===== config.mk =====
export PLATFORM = sky130hd
export DESIGN_NAME = rc5_block_cipher_core_flat
export DESIGN_NICKNAME = d
export VERILOG_FILES = /design/src/rtl/rc5_pkg.sv /design/src/rtl/rc5_stream_if.sv /design/src/rtl/rc5_block_cipher_core.sv /design/src/rtl/rc5_ram.sv /design/src/rtl/rc5_ctrl.sv /design/src/rtl/rc5_datapath.sv /design/src/flat_wrapper.sv
export SDC_FILE = /design/constraint.sdc
export NUM_CORES = 2
export LEC_CHECK = 0
export ABC_AREA = 1
export BUFFER_PORTS_ARGS = -buffer_cell sky130_fd_sc_hd__buf_4
export CAP_MARGIN = 40
export CORE_MARGIN = 4
export CORE_UTILIZATION = 38
export CTS_BUF_LIST = sky130_fd_sc_hd__clkbuf_8
export CTS_CLUSTER_DIAMETER = 80
export DETAILED_ROUTE_END_ITERATION = 10
export GPL_ROUTABILITY_DRIVEN = 0
export SYNTH_ARGS = -nofsm -noshare
export SYNTH_HDL_FRONTEND = slang
export SYNTH_SLANG_ARGS = --single-unit

===== constraint.sdc =====
create_clock -name clk -period 9.07 [get_ports clk]
set_input_delay 0.907 -clock clk [delete_from_list [all_inputs] [get_ports clk]]
set_output_delay 0.907 -clock clk [all_outputs]
set_load 0.05 [all_outputs]

===== src/rtl/rc5_pkg.sv =====
package rc5_pkg;

  localparam int CFG_IDX_W      = 3;
  localparam int CFG_DATA_W     = 64;
  localparam int KEY_REGS       = 5;
  localparam int KEY_WORDS_HELD = 2 * KEY_REGS;
  localparam int KEY_LEN_W      = 6;

  localparam logic [CFG_IDX_W-1:0] REG_KEY_LENGTH = 3'd5;
  localparam logic [KEY_LEN_W-1:0] KEY_LEN_RESET  = 6'd9;

  localparam logic [31:0] MAGIC_P = 32'hB7E15163;
  localparam logic [31:0] MAGIC_Q = 32'h9E3779B9;

  typedef struct packed {
    logic        kind;
    logic [31:0] word_a;
    logic [31:0] word_b;
  } in_item_t;

  typedef struct packed {
    logic [31:0] out_word_a;
    logic [31:0] out_word_b;
  } out_item_t;

  // controller -> datapath
  typedef struct packed {
    logic load_in;
    logic exp_init;
    logic fill_step;
    logic mix_rd;
    logic mix_a;
    logic mix_b;
    logic run_prime;
    logic run_step;
    logic load_out;
  } ctrl_cmd_t;

  // datapath -> controller
  typedef struct packed {
    logic fill_last;
    logic mix_last;
    logic run_last;
  } dp_status_t;

  function automatic logic [31:0] rotl32(input logic [31:0] x, input logic [4:0] n);
    logic [63:0] t;
    t = {x, x} << n;
    return t[63:32];
  endfunction

  function automatic logic [31:0] rotr32(input logic [31:0] x, input logic [4:0] n);
    logic [63:0] t;
    t = {x, x} >> n;
    return t[31:0];
  endfunction

endpackage


===== src/rtl/rc5_stream_if.sv =====
interface rc5_in_if;
  import rc5_pkg::*;
  logic     valid;
  logic     ready;
  in_item_t data;

  modport source (output valid, output data, input ready);
  modport sink   (input valid, input data, output ready);
endinterface

interface rc5_out_if;
  import rc5_pkg::*;
  logic      valid;
  logic      ready;
  out_item_t data;

  modport source (output valid, output data, input ready);
  modport sink   (input valid, input data, output ready);
endinterface


===== src/rtl/rc5_block_cipher_core.sv =====
// Channel   Dir  Handshake        Payload
// in_ch     in   valid/ready      kind, word_a, word_b (one request = one block)
// out_ch    out  valid/ready      out_word_a, out_word_b
// cfg_*     in   cfg_we only      cfg_index, cfg_wdata (key bytes 0..39, key length)
//
// Result loaded after a prime step, one half-round per cycle (single read port of the
// subkey RAM) and an output load; a new request is taken only in idle, once the last
// result has moved into the output register.
// After reset or any key/length write the next request first runs the key schedule:
// max(2*(ROUNDS+1), MAX_KEY_WORDS) fill steps, then read, A and B steps per mixing iteration.
// Only control and key regs reset (length to 9); the schedule rewrites both RAMs before use.
// A stalled out_ch keeps one result in the output register and the next one in the core.
module rc5_block_cipher_core #(
  parameter int ROUNDS        = 12,
  parameter int MAX_KEY_WORDS = 10
) (
  input  logic                           clk,
  input  logic                           rst_n,
  rc5_in_if.sink                         in_ch,
  rc5_out_if.source                      out_ch,
  input  logic                           cfg_we,
  input  logic [rc5_pkg::CFG_IDX_W-1:0]  cfg_index,
  input  logic [rc5_pkg::CFG_DATA_W-1:0] cfg_wdata
);
  import rc5_pkg::*;

  ctrl_cmd_t  cmd;
  dp_status_t status;
  logic       in_ready;
  logic       out_valid;
  out_item_t  out_data;

  // sequencing: key schedule, half-round stepping, output hand-off
  rc5_ctrl u_ctrl (
    .clk       (clk),
    .rst_n     (rst_n),
    .in_valid  (in_ch.valid),
    .in_ready  (in_ready),
    .out_valid (out_valid),
    .out_ready (out_ch.ready),
    .cfg_we    (cfg_we),
    .cfg_index (cfg_index),
    .status    (status),
    .cmd       (cmd)
  );

  // key registers, subkey/key-word RAMs, block words
  rc5_datapath #(
    .ROUNDS        (ROUNDS),
    .MAX_KEY_WORDS (MAX_KEY_WORDS)
  ) u_datapath (
    .clk       (clk),
    .rst_n     (rst_n),
    .cfg_we    (cfg_we),
    .cfg_index (cfg_index),
    .cfg_wdata (cfg_wdata),
    .in_data   (in_ch.data),
    .cmd       (cmd),
    .status    (status),
    .out_data  (out_data)
  );

  assign in_ch.ready  = in_ready;
  assign out_ch.valid = out_valid;
  assign out_ch.data  = out_data;

endmodule


===== src/rtl/rc5_ram.sv =====
module rc5_ram #(
  parameter int WIDTH = 32,
  parameter int DEPTH = 16,
  localparam int AW = (DEPTH > 1) ? $clog2(DEPTH) : 1
) (
  input  logic             clk,
  input  logic             we,
  input  logic [AW-1:0]    waddr,
  input  logic [WIDTH-1:0] wdata,
  input  logic             re,
  input  logic [AW-1:0]    raddr,
  output logic [WIDTH-1:0] rdata
);

  logic [WIDTH-1:0] mem_r [DEPTH];
  logic [WIDTH-1:0] rdata_r;

  always_ff @(posedge clk) begin
    if (we) begin
      mem_r[waddr] <= wdata;
    end
    if (re) begin
      rdata_r <= mem_r[raddr];
    end
  end

  assign rdata = rdata_r;

endmodule


===== src/rtl/rc5_ctrl.sv =====
module rc5_ctrl (
  input  logic                           clk,
  input  logic                           rst_n,
  input  logic                           in_valid,
  output logic                           in_ready,
  output logic                           out_valid,
  input  logic                           out_ready,
  input  logic                           cfg_we,
  input  logic [rc5_pkg::CFG_IDX_W-1:0]  cfg_index,
  input  rc5_pkg::dp_status_t            status,
  output rc5_pkg::ctrl_cmd_t             cmd
);
  import rc5_pkg::*;

  typedef enum logic [7:0] {
    ST_IDLE   = 8'b0000_0001,
    ST_FILL   = 8'b0000_0010,
    ST_MIX_RD = 8'b0000_0100,
    ST_MIX_A  = 8'b0000_1000,
    ST_MIX_B  = 8'b0001_0000,
    ST_PRIME  = 8'b0010_0000,
    ST_RUN    = 8'b0100_0000,
    ST_OUT    = 8'b1000_0000
  } state_t;

  state_t state_r, state_nxt;
  logic   keys_ok_r, keys_ok_nxt;
  logic   out_valid_r, out_valid_nxt;
  logic   in_acc;
  logic   out_free;

  assign in_ready = (state_r == ST_IDLE);
  assign in_acc   = in_valid && in_ready;
  assign out_free = !out_valid_r || out_ready;

  always_comb begin
    state_nxt = state_r;
    cmd       = '0;
    unique case (state_r)
      ST_IDLE: begin
        if (in_acc) begin
          cmd.load_in = 1'b1;
          if (keys_ok_r) begin
            state_nxt = ST_PRIME;
          end else begin
            cmd.exp_init = 1'b1;
            state_nxt    = ST_FILL;
          end
        end
      end
      ST_FILL: begin
        cmd.fill_step = 1'b1;
        if (status.fill_last) state_nxt = ST_MIX_RD;
      end
      ST_MIX_RD: begin
        cmd.mix_rd = 1'b1;
        state_nxt  = ST_MIX_A;
      end
      ST_MIX_A: begin
        cmd.mix_a = 1'b1;
        state_nxt = ST_MIX_B;
      end
      ST_MIX_B: begin
        cmd.mix_b = 1'b1;
        state_nxt = status.mix_last ? ST_PRIME : ST_MIX_RD;
      end
      ST_PRIME: begin
        cmd.run_prime = 1'b1;
        state_nxt     = ST_RUN;
      end
      ST_RUN: begin
        cmd.run_step = 1'b1;
        if (status.run_last) state_nxt = ST_OUT;
      end
      ST_OUT: begin
        if (out_free) begin
          cmd.load_out = 1'b1;
          state_nxt    = ST_IDLE;
        end
      end
      default: state_nxt = ST_IDLE;
    endcase
  end

  // any key or length write makes the subkeys stale
  always_comb begin
    keys_ok_nxt = keys_ok_r;
    if (cfg_we && (cfg_index <= REG_KEY_LENGTH)) begin
      keys_ok_nxt = 1'b0;
    end else if (cmd.mix_b && status.mix_last) begin
      keys_ok_nxt = 1'b1;
    end
  end

  always_comb begin
    out_valid_nxt = out_valid_r;
    if (cmd.load_out) begin
      out_valid_nxt = 1'b1;
    end else if (out_ready) begin
      out_valid_nxt = 1'b0;
    end
  end

  always_ff @(posedge clk) begin
    if (!rst_n) begin
      state_r     <= ST_IDLE;
      keys_ok_r   <= 1'b0;
      out_valid_r <= 1'b0;
    end else begin
      state_r     <= state_nxt;
      keys_ok_r   <= keys_ok_nxt;
      out_valid_r <= out_valid_nxt;
    end
  end

  assign out_valid = out_valid_r;

endmodule


===== src/rtl/rc5_datapath.sv =====
module rc5_datapath #(
  parameter int ROUNDS        = 12,
  parameter int MAX_KEY_WORDS = 10
) (
  input  logic                           clk,
  input  logic                           rst_n,
  input  logic                           cfg_we,
  input  logic [rc5_pkg::CFG_IDX_W-1:0]  cfg_index,
  input  logic [rc5_pkg::CFG_DATA_W-1:0] cfg_wdata,
  input  rc5_pkg::in_item_t              in_data,
  input  rc5_pkg::ctrl_cmd_t             cmd,
  output rc5_pkg::dp_status_t            status,
  output rc5_pkg::out_item_t             out_data
);
  import rc5_pkg::*;

  localparam int T      = 2 * (ROUNDS + 1);
  localparam int FILL_N = (T > MAX_KEY_WORDS) ? T : MAX_KEY_WORDS;
  localparam int FK_W   = $clog2(FILL_N + 1);
  localparam int A_W    = $clog2(T);
  localparam int J_W    = (MAX_KEY_WORDS > 1) ? $clog2(MAX_KEY_WORDS) : 1;
  localparam int LW     = $clog2(MAX_KEY_WORDS + 1);
  localparam int CAP    = 4 * MAX_KEY_WORDS;
  localparam int LEN_W  = ($clog2(CAP + 1) > KEY_LEN_W) ? $clog2(CAP + 1) : KEY_LEN_W;
  localparam int IT_W   = $clog2(3 * FILL_N);
  localparam int WX_W   = (FK_W > 4) ? FK_W : 4;

  // configuration
  logic [CFG_DATA_W-1:0] key_r [KEY_REGS];
  logic [KEY_LEN_W-1:0]  klen_r;

  always_ff @(posedge clk) begin
    if (!rst_n) begin
      for (int r = 0; r < KEY_REGS; r++) key_r[r] <= '0;
      klen_r <= KEY_LEN_RESET;
    end else if (cfg_we) begin
      if (cfg_index == REG_KEY_LENGTH) begin
        klen_r <= cfg_wdata[KEY_LEN_W-1:0];
      end
      for (int r = 0; r < KEY_REGS; r++) begin
        if (cfg_index == CFG_IDX_W'(r)) key_r[r] <= cfg_wdata;
      end
    end
  end

  // key length -> word count
  logic [LEN_W-1:0] klen_x, len_sat, wsum;
  logic [LW-1:0]    words;
  logic [FK_W-1:0]  len_q;
  logic [1:0]       len_part;

  always_comb begin
    klen_x   = LEN_W'(klen_r);
    len_sat  = (klen_x > LEN_W'(CAP)) ? LEN_W'(CAP) : klen_x;
    wsum     = len_sat + LEN_W'(3);
    words    = ((wsum >> 2) == '0) ? LW'(1) : LW'(wsum >> 2);
    len_q    = FK_W'(len_sat >> 2);
    len_part = len_sat[1:0];
  end

  // expansion counters
  logic [FK_W-1:0] fk_r;
  logic [31:0]     acc_r;
  logic [A_W-1:0]  i_r;
  logic [J_W-1:0]  j_r;
  logic [IT_W-1:0] it_r;
  logic [31:0]     ma_r, mb_r;
  logic [FK_W-1:0] mx;
  logic [IT_W-1:0] iters;

  always_comb begin
    mx    = (FK_W'(words) > FK_W'(T)) ? FK_W'(words) : FK_W'(T);
    iters = IT_W'({mx, 1'b0}) + IT_W'(mx);
  end

  // little-endian key word for fill position fk_r
  logic [31:0]     kw [KEY_WORDS_HELD];
  logic [WX_W-1:0] wx;
  logic [31:0]     kraw, kmask, key_word;

  always_comb begin
    for (int r = 0; r < KEY_REGS; r++) begin
      kw[2*r]   = key_r[r][31:0];
      kw[2*r+1] = key_r[r][63:32];
    end
    wx   = WX_W'(fk_r);
    kraw = (wx < WX_W'(KEY_WORDS_HELD)) ? kw[wx[3:0]] : 32'd0;
    if (fk_r < len_q) begin
      kmask = 32'hFFFF_FFFF;
    end else if (fk_r == len_q) begin
      case (len_part)
        2'd1:    kmask = 32'h0000_00FF;
        2'd2:    kmask = 32'h0000_FFFF;
        2'd3:    kmask = 32'h00FF_FFFF;
        default: kmask = 32'h0000_0000;
      endcase
    end else begin
      kmask = 32'h0000_0000;
    end
    key_word = kraw & kmask;
  end

  // RAMs
  logic           s_we, s_re, l_we, l_re;
  logic [A_W-1:0] s_waddr, s_raddr;
  logic [J_W-1:0] l_waddr, l_raddr;
  logic [31:0]    s_wdata, s_q, l_wdata, l_q;

  // block state
  logic           kind_r;
  logic [31:0]    a_r, b_r;
  logic [A_W-1:0] kaddr_r, kstart, knext;
  out_item_t      out_r;

  logic [31:0] mix_a_val, mix_b_val, ab;

  always_comb begin
    mix_a_val = rotl32(s_q + ma_r + mb_r, 5'd3);
    ab        = ma_r + mb_r;
    mix_b_val = rotl32(l_q + ab, ab[4:0]);
  end

  always_comb begin
    kstart = kind_r ? A_W'(T - 1) : '0;
    knext  = kind_r ? (kaddr_r - A_W'(1)) : (kaddr_r + A_W'(1));
  end

  always_comb begin
    s_we    = (cmd.fill_step && (fk_r < FK_W'(T))) || cmd.mix_a;
    s_waddr = cmd.mix_a ? i_r : fk_r[A_W-1:0];
    s_wdata = cmd.mix_a ? mix_a_val : acc_r;
    s_re    = cmd.mix_rd || cmd.run_prime || cmd.run_step;
    s_raddr = cmd.mix_rd ? i_r : (cmd.run_prime ? kstart : knext);
    l_we    = (cmd.fill_step && (fk_r < FK_W'(words))) || cmd.mix_b;
    l_waddr = cmd.mix_b ? j_r : fk_r[J_W-1:0];
    l_wdata = cmd.mix_b ? mix_b_val : key_word;
    l_re    = cmd.mix_rd;
    l_raddr = j_r;
  end

  rc5_ram #(.WIDTH(32), .DEPTH(T)) u_subkey_ram (
    .clk   (clk),
    .we    (s_we),
    .waddr (s_waddr),
    .wdata (s_wdata),
    .re    (s_re),
    .raddr (s_raddr),
    .rdata (s_q)
  );

  rc5_ram #(.WIDTH(32), .DEPTH(MAX_KEY_WORDS)) u_keyword_ram (
    .clk   (clk),
    .we    (l_we),
    .waddr (l_waddr),
    .wdata (l_wdata),
    .re    (l_re),
    .raddr (l_raddr),
    .rdata (l_q)
  );

  always_ff @(posedge clk) begin
    if (cmd.exp_init) begin
      fk_r  <= '0;
      acc_r <= MAGIC_P;
      i_r   <= '0;
      j_r   <= '0;
      it_r  <= '0;
      ma_r  <= '0;
      mb_r  <= '0;
    end else begin
      if (cmd.fill_step) begin
        fk_r  <= fk_r + FK_W'(1);
        acc_r <= acc_r + MAGIC_Q;
      end
      if (cmd.mix_a) begin
        ma_r <= mix_a_val;
      end
      if (cmd.mix_b) begin
        mb_r <= mix_b_val;
        i_r  <= (i_r == A_W'(T - 1)) ? '0 : (i_r + A_W'(1));
        j_r  <= (j_r == J_W'(words - LW'(1))) ? '0 : (j_r + J_W'(1));
        it_r <= it_r + IT_W'(1);
      end
    end
  end

  // one half-round per step; s_q holds the subkey at kaddr_r
  logic        first, odd;
  logic [31:0] a_step, b_step;

  always_comb begin
    first  = (kaddr_r < A_W'(2));
    odd    = kaddr_r[0];
    a_step = a_r;
    b_step = b_r;
    if (!kind_r) begin
      if (odd) begin
        b_step = first ? (b_r + s_q) : (rotl32(b_r ^ a_r, a_r[4:0]) + s_q);
      end else begin
        a_step = first ? (a_r + s_q) : (rotl32(a_r ^ b_r, b_r[4:0]) + s_q);
      end
    end else begin
      if (odd) begin
        b_step = first ? (b_r - s_q) : (rotr32(b_r - s_q, a_r[4:0]) ^ a_r);
      end else begin
        a_step = first ? (a_r - s_q) : (rotr32(a_r - s_q, b_r[4:0]) ^ b_r);
      end
    end
  end

  always_ff @(posedge clk) begin
    if (cmd.load_in) begin
      kind_r <= in_data.kind;
      a_r    <= in_data.word_a;
      b_r    <= in_data.word_b;
    end else if (cmd.run_step) begin
      a_r <= a_step;
      b_r <= b_step;
    end
    if (cmd.run_prime) begin
      kaddr_r <= kstart;
    end else if (cmd.run_step) begin
      kaddr_r <= knext;
    end
    if (cmd.load_out) begin
      out_r.out_word_a <= a_r;
      out_r.out_word_b <= b_r;
    end
  end

  always_comb begin
    status.fill_last = (fk_r == FK_W'(FILL_N - 1));
    status.mix_last  = (it_r == (iters - IT_W'(1)));
    status.run_last  = kind_r ? (kaddr_r == '0) : (kaddr_r == A_W'(T - 1));
  end

  assign out_data = out_r;

endmodule


===== src/flat_wrapper.sv =====
// flat-port wrapper written by rule: the top's interface ports become plain ports
module rc5_block_cipher_core_flat import rc5_pkg::*;
#(
  parameter int ROUNDS        = 12,
  parameter int MAX_KEY_WORDS = 10
)
  (clk, rst_n, cfg_we, cfg_index, cfg_wdata, in_ch_valid, in_ch_data, in_ch_ready, out_ch_valid, out_ch_data, out_ch_ready);
  rc5_in_if in_ch_i ();
  rc5_out_if out_ch_i ();
  input  logic clk;
  input  logic rst_n;
  input  logic cfg_we;
  input  logic [rc5_pkg::CFG_IDX_W-1:0] cfg_index;
  input  logic [rc5_pkg::CFG_DATA_W-1:0] cfg_wdata;
  input wire logic [$bits(in_ch_i.valid)-1:0] in_ch_valid;
  input wire logic [$bits(in_ch_i.data)-1:0] in_ch_data;
  output wire logic [$bits(in_ch_i.ready)-1:0] in_ch_ready;
  output wire logic [$bits(out_ch_i.valid)-1:0] out_ch_valid;
  output wire logic [$bits(out_ch_i.data)-1:0] out_ch_data;
  input wire logic [$bits(out_ch_i.ready)-1:0] out_ch_ready;
  assign in_ch_i.valid = in_ch_valid;
  assign in_ch_i.data = in_ch_data;
  assign in_ch_ready = in_ch_i.ready;
  assign out_ch_valid = out_ch_i.valid;
  assign out_ch_data = out_ch_i.data;
  assign out_ch_i.ready = out_ch_ready;
  rc5_block_cipher_core #(.ROUNDS(ROUNDS), .MAX_KEY_WORDS(MAX_KEY_WORDS)) u_core (.clk(clk), .rst_n(rst_n), .in_ch(in_ch_i), .out_ch(out_ch_i), .cfg_we(cfg_we), .cfg_index(cfg_index), .cfg_wdata(cfg_wdata));
endmodule

==> results list <==
* Endpoint of the worst hold-timing path: u_core.u_datapath.kind_r
- The share of the Yosys chip area taken by registers is 0.5418.
* Vias post-DR: 84801
* FMAX: 165.7 MHz
- Cell depth of the worst hold path: 1
* Fill cell count: 24667
* R2R depth: 27
* Reg2Reg Setup Slack: 3.04 ns
- DRC errors left: 0
- The clock reaches the later pin of the worst-skew pair after 1.08 ns.
- Final clock period utilization by the worst path: 0.6653
- Number of cell rows: 185
- Between clock sinks in the finished design, the worst skew comes to 0.1279 ns.
- The H-tree was split into 5 levels.
* Maximum buffer depth of the clock tree: 4
- In this run the tool buffered the top-level ports with 202 buffer cells.
- Worst hold-check path type: in2reg
* Iter 0 DRT Violations: 12119
* Cell with the most instances on the worst path: sky130_fd_sc_hd__o21ai_0
* Critical path's top delay family: compound AO/OA/AOI/OAI gates
- After detailed routing, the total wire length is 355200 um.
* Proportion of layout cells with a drive suffix above 1: 0.08090
- For this run, the leading register cell type out of synthesis is sky130_fd_sc_hd__edfxtp_1.
* Relative area change from synthesis to final layout: 11.77%
- Setup violations remaining at the end of the flow were counted as 0.
* Number of global-route vias before repair: 78750
* Capture point of the worst reg-to-reg path: u_core.u_datapath.b_r[29]
- The first TritonRoute pass finished after 11 iterations.
* Sequential Area: 0.05282 mm2
* Worst Max-Slew Pin Slew: 1.066 ns
- Standard cell core area: 0.2546 mm2
- In this run the count of I/O pins placed on the die edge is 203.
- TritonCTS built the clock tree.
- The worst pin sits at a relative slew slack of 0.2891.
- Setup repair after global routing missed its margin: false
- Number of endpoints with negative hold slack in the final report: 0
- Leak: 0.04390 uW
* Period minus WS final: 6.034 ns
* Max IR drop VDD: 0.2382 mV
- Buf+Inv Stages, Crit Path: 6
- The netlist uses 57 different library cells.
- Cell Area, Placed: 0.1032 mm2
- The final number of max-transition violations came to 0.
- Share of async-settable or async-resettable flops after synthesis: 0
* Leading cell type in the layout, fill and taps excluded: sky130_fd_sc_hd__nand2_1
- In this run the critical register-to-register path is launched from u_core.u_datapath.a_r[0].
- Post-Syn Area per Cell: 8.968 um2
- The tree built by TritonCTS fans out to 1803 sinks.
- Power per standard cell area: 342.5 mW/mm2
- Setup total negative slack on the finished layout was measured at 0 ns.
* Startpoint class of the critical path: flop
* Post-DR vias/cell: 5.802
* Largest area contributor in the netlist: sky130_fd_sc_hd__edfxtp_1
* Synthesis-stage register bit count: 1803
- CP Data Required Time: 9.93 ns
- Clock tree synthesis inserted a total of 322 buffers.
- The total overflow left after global routing is 0.
- The share of synthesized area in the top cell type comes to 0.5145.
- For this run, the slowest stage of the critical path takes 0.80 ns.
- The finished cells cover 0.1089 mm2.
* Slowest cell on the critical path: sky130_fd_sc_hd__o21ai_0
- In this run the most critical hold path is launched from in_ch_data[64].
* Horizontal die dimension: 514.5 um
- Leading post-synthesis cells by cell area: sky130_fd_sc_hd__edfxtp_1, sky130_fd_sc_hd__nand2_1, sky130_fd_sc_hd__nand3_1
* Detail Route Antenna Nets: 0
* Floorplan die height: 514.5 um
- Cell count after synthesis: 10868
* Status: finished, final reports clean
- Number of enable-type register cells in the synthesized netlist: 1670
* Antenna violations before repair: 14
* Number of warnings issued by yosys: 0
* Net total in the final layout: 11422
* Multi-input logic area: 0.03911 mm2
- HPWL after detailed placement: 234200 um
- Area enclosed by the die boundary: 0.2647 mm2
* First-pass GRT wire length: 513300 um
* Crit Path Class: reg2reg
* Number of instances resized during post-cts repair: 0
* Initial core utilization: 0.3828
- The mapped netlist covers 0.09747 mm2.
- Across the run, the number of max-cap violations was 0.
* Overall track demand over capacity in global routing: 0.2574
- Clock transition at the registers of the reported paths: 0.06 ns
- In the layout the commonest cells are sky130_fd_sc_hd__nand2_1, sky130_fd_sc_hd__edfxtp_1, sky130_fd_sc_hd__nand3_1.
- Capturing element type of the critical path: flop
* Post-synth net total: 11283
- In the final routed layout, each cell accounts on average for 24.30 um.
- Entering global routing, the biggest net connects 204 pins.
- Cell at the root of the clock tree: sky130_fd_sc_hd__clkbuf_8
* Max Fanout on Critical Path: 94
* Arrival time of data at the critical path endpoint: 6.90 ns
## through the flow
step                utilization  total power, uW  hold slack [ns]  cells  setup slack [ns]
floorplan                     -            23100           0.4206  10868            0.8872
global placement         0.4030            29280           0.4499  14019             3.266
detailed placement       0.4054            29580           0.4691  14047             3.348
CTS                      0.4277            36530         0.005132  14601             3.265
global route             0.4277            39290          0.02445  14605             2.636
finish                   0.4278            37310          0.08736  14615             3.036
## kinds of logic after synthesis
group,count (synthesis),share of synthesized area
AND/OR/NAND/NOR,4723,0.2032
AO/OA/AOI/OAI,2316,0.1357
flip-flops,1803,0.5418
buffers and inverters,1556,0.06218
adder cells (fa/ha/maj),278,0.03869
XOR/XNOR,107,0.009615
multiplexers,85,0.008729
## Yosys cell counts, drive strengths merged (32+ instances only)
cell / count
o21ai: 1288
dfxtp: 133
a32oi: 32
a21oi: 466
inv: 972
nand2: 2013
xnor2: 44
o221ai: 231
fa: 39
nand4: 38
buf: 197
xor2: 63
o22ai: 100
ha: 239
nor3: 54
nand3: 1327
clkbuf: 376
edfxtp: 1670
o211ai: 100
nor2: 1216
mux2i: 85
## worst max path at each step
stage,start,end,slack [ns],depth (start not counted)
after floorplan,cfg_we,u_core.u_datapath.key_r[0][192],0.89,2
after global placement,u_core.u_datapath.a_r[2],u_core.u_datapath.a_r[22],3.27,29
after detailed placement,u_core.u_datapath.ma_r[0],u_core.u_datapath.u_keyword_ram.mem_r[4][6],3.35,28
after CTS,u_core.u_datapath.ma_r[0],u_core.u_datapath.u_keyword_ram.mem_r[8][6],3.27,28
after global routing,u_core.u_datapath.a_r[0],u_core.u_datapath.b_r[24],2.64,29
final,u_core.u_datapath.a_r[0],u_core.u_datapath.b_r[29],3.04,27
## worst reg2reg max path, delay by kind of cell, from the launching register on
kind	cells	cell delay, ns
AO/OA/AOI/OAI	10	2.51
buffers and inverters	6	1.58
AND/OR/NAND/NOR	9	0.92
flip-flops	1	0.33
adder cells (fa/ha/maj)	1	0.33
multiplexers	1	0.23
## power by group
part | switching (uW) | internal, uW
combinational | 13900 | 5370
clock | 3360 | 3550
sequential | 805 | 10400
## registers in the layout, summed over array words and instances, names as in the netlist, 4 cells and up
signal	count
u_core.u_datapath.u_subkey_ram.mem_r	832
u_core.u_datapath.it_r	7
u_core.u_datapath.i_r	5
u_core.u_ctrl.state_r	8
u_core.u_datapath.u_keyword_ram.rdata	32
u_core.u_datapath.u_subkey_ram.rdata	32
u_core.u_datapath.kaddr_r	5
u_core.u_datapath.a_r	32
u_core.u_datapath.ma_r	32
u_core.u_datapath.u_keyword_ram.mem_r	320
u_core.u_datapath.key_r	320
u_core.u_datapath.acc_r	32
u_core.u_datapath.j_r	4
u_core.u_datapath.out_data	64
u_core.u_datapath.b_r	32
u_core.u_datapath.klen_r	6
u_core.u_datapath.mb_r	32
u_core.u_datapath.fk_r	5
## cell type report
cell class	instances	area share
sequential	1803	0.4849
multi-input combinational	7509	0.3590
clock buffer	336	0.04245
tap	3366	0.03866
inverter	983	0.03407
timing repair buffer	388	0.03108
clock inverter	217	0.009567
antenna	13	0.0002986
## metal layers
metal | routed length [um] | global-route usage
met5 | 32 | 0
met4 | 21450 | 0.1380
met3 | 36530 | 0.05264
met2 | 155000 | 0.3896
met1 | 142200 | 0.3472
## timing repair
item,CTS,global route
buffers inserted,0,0
hold buffers,1,0
endpoints found under the hold margin,1,0
(Power assumes the default switching activity.)
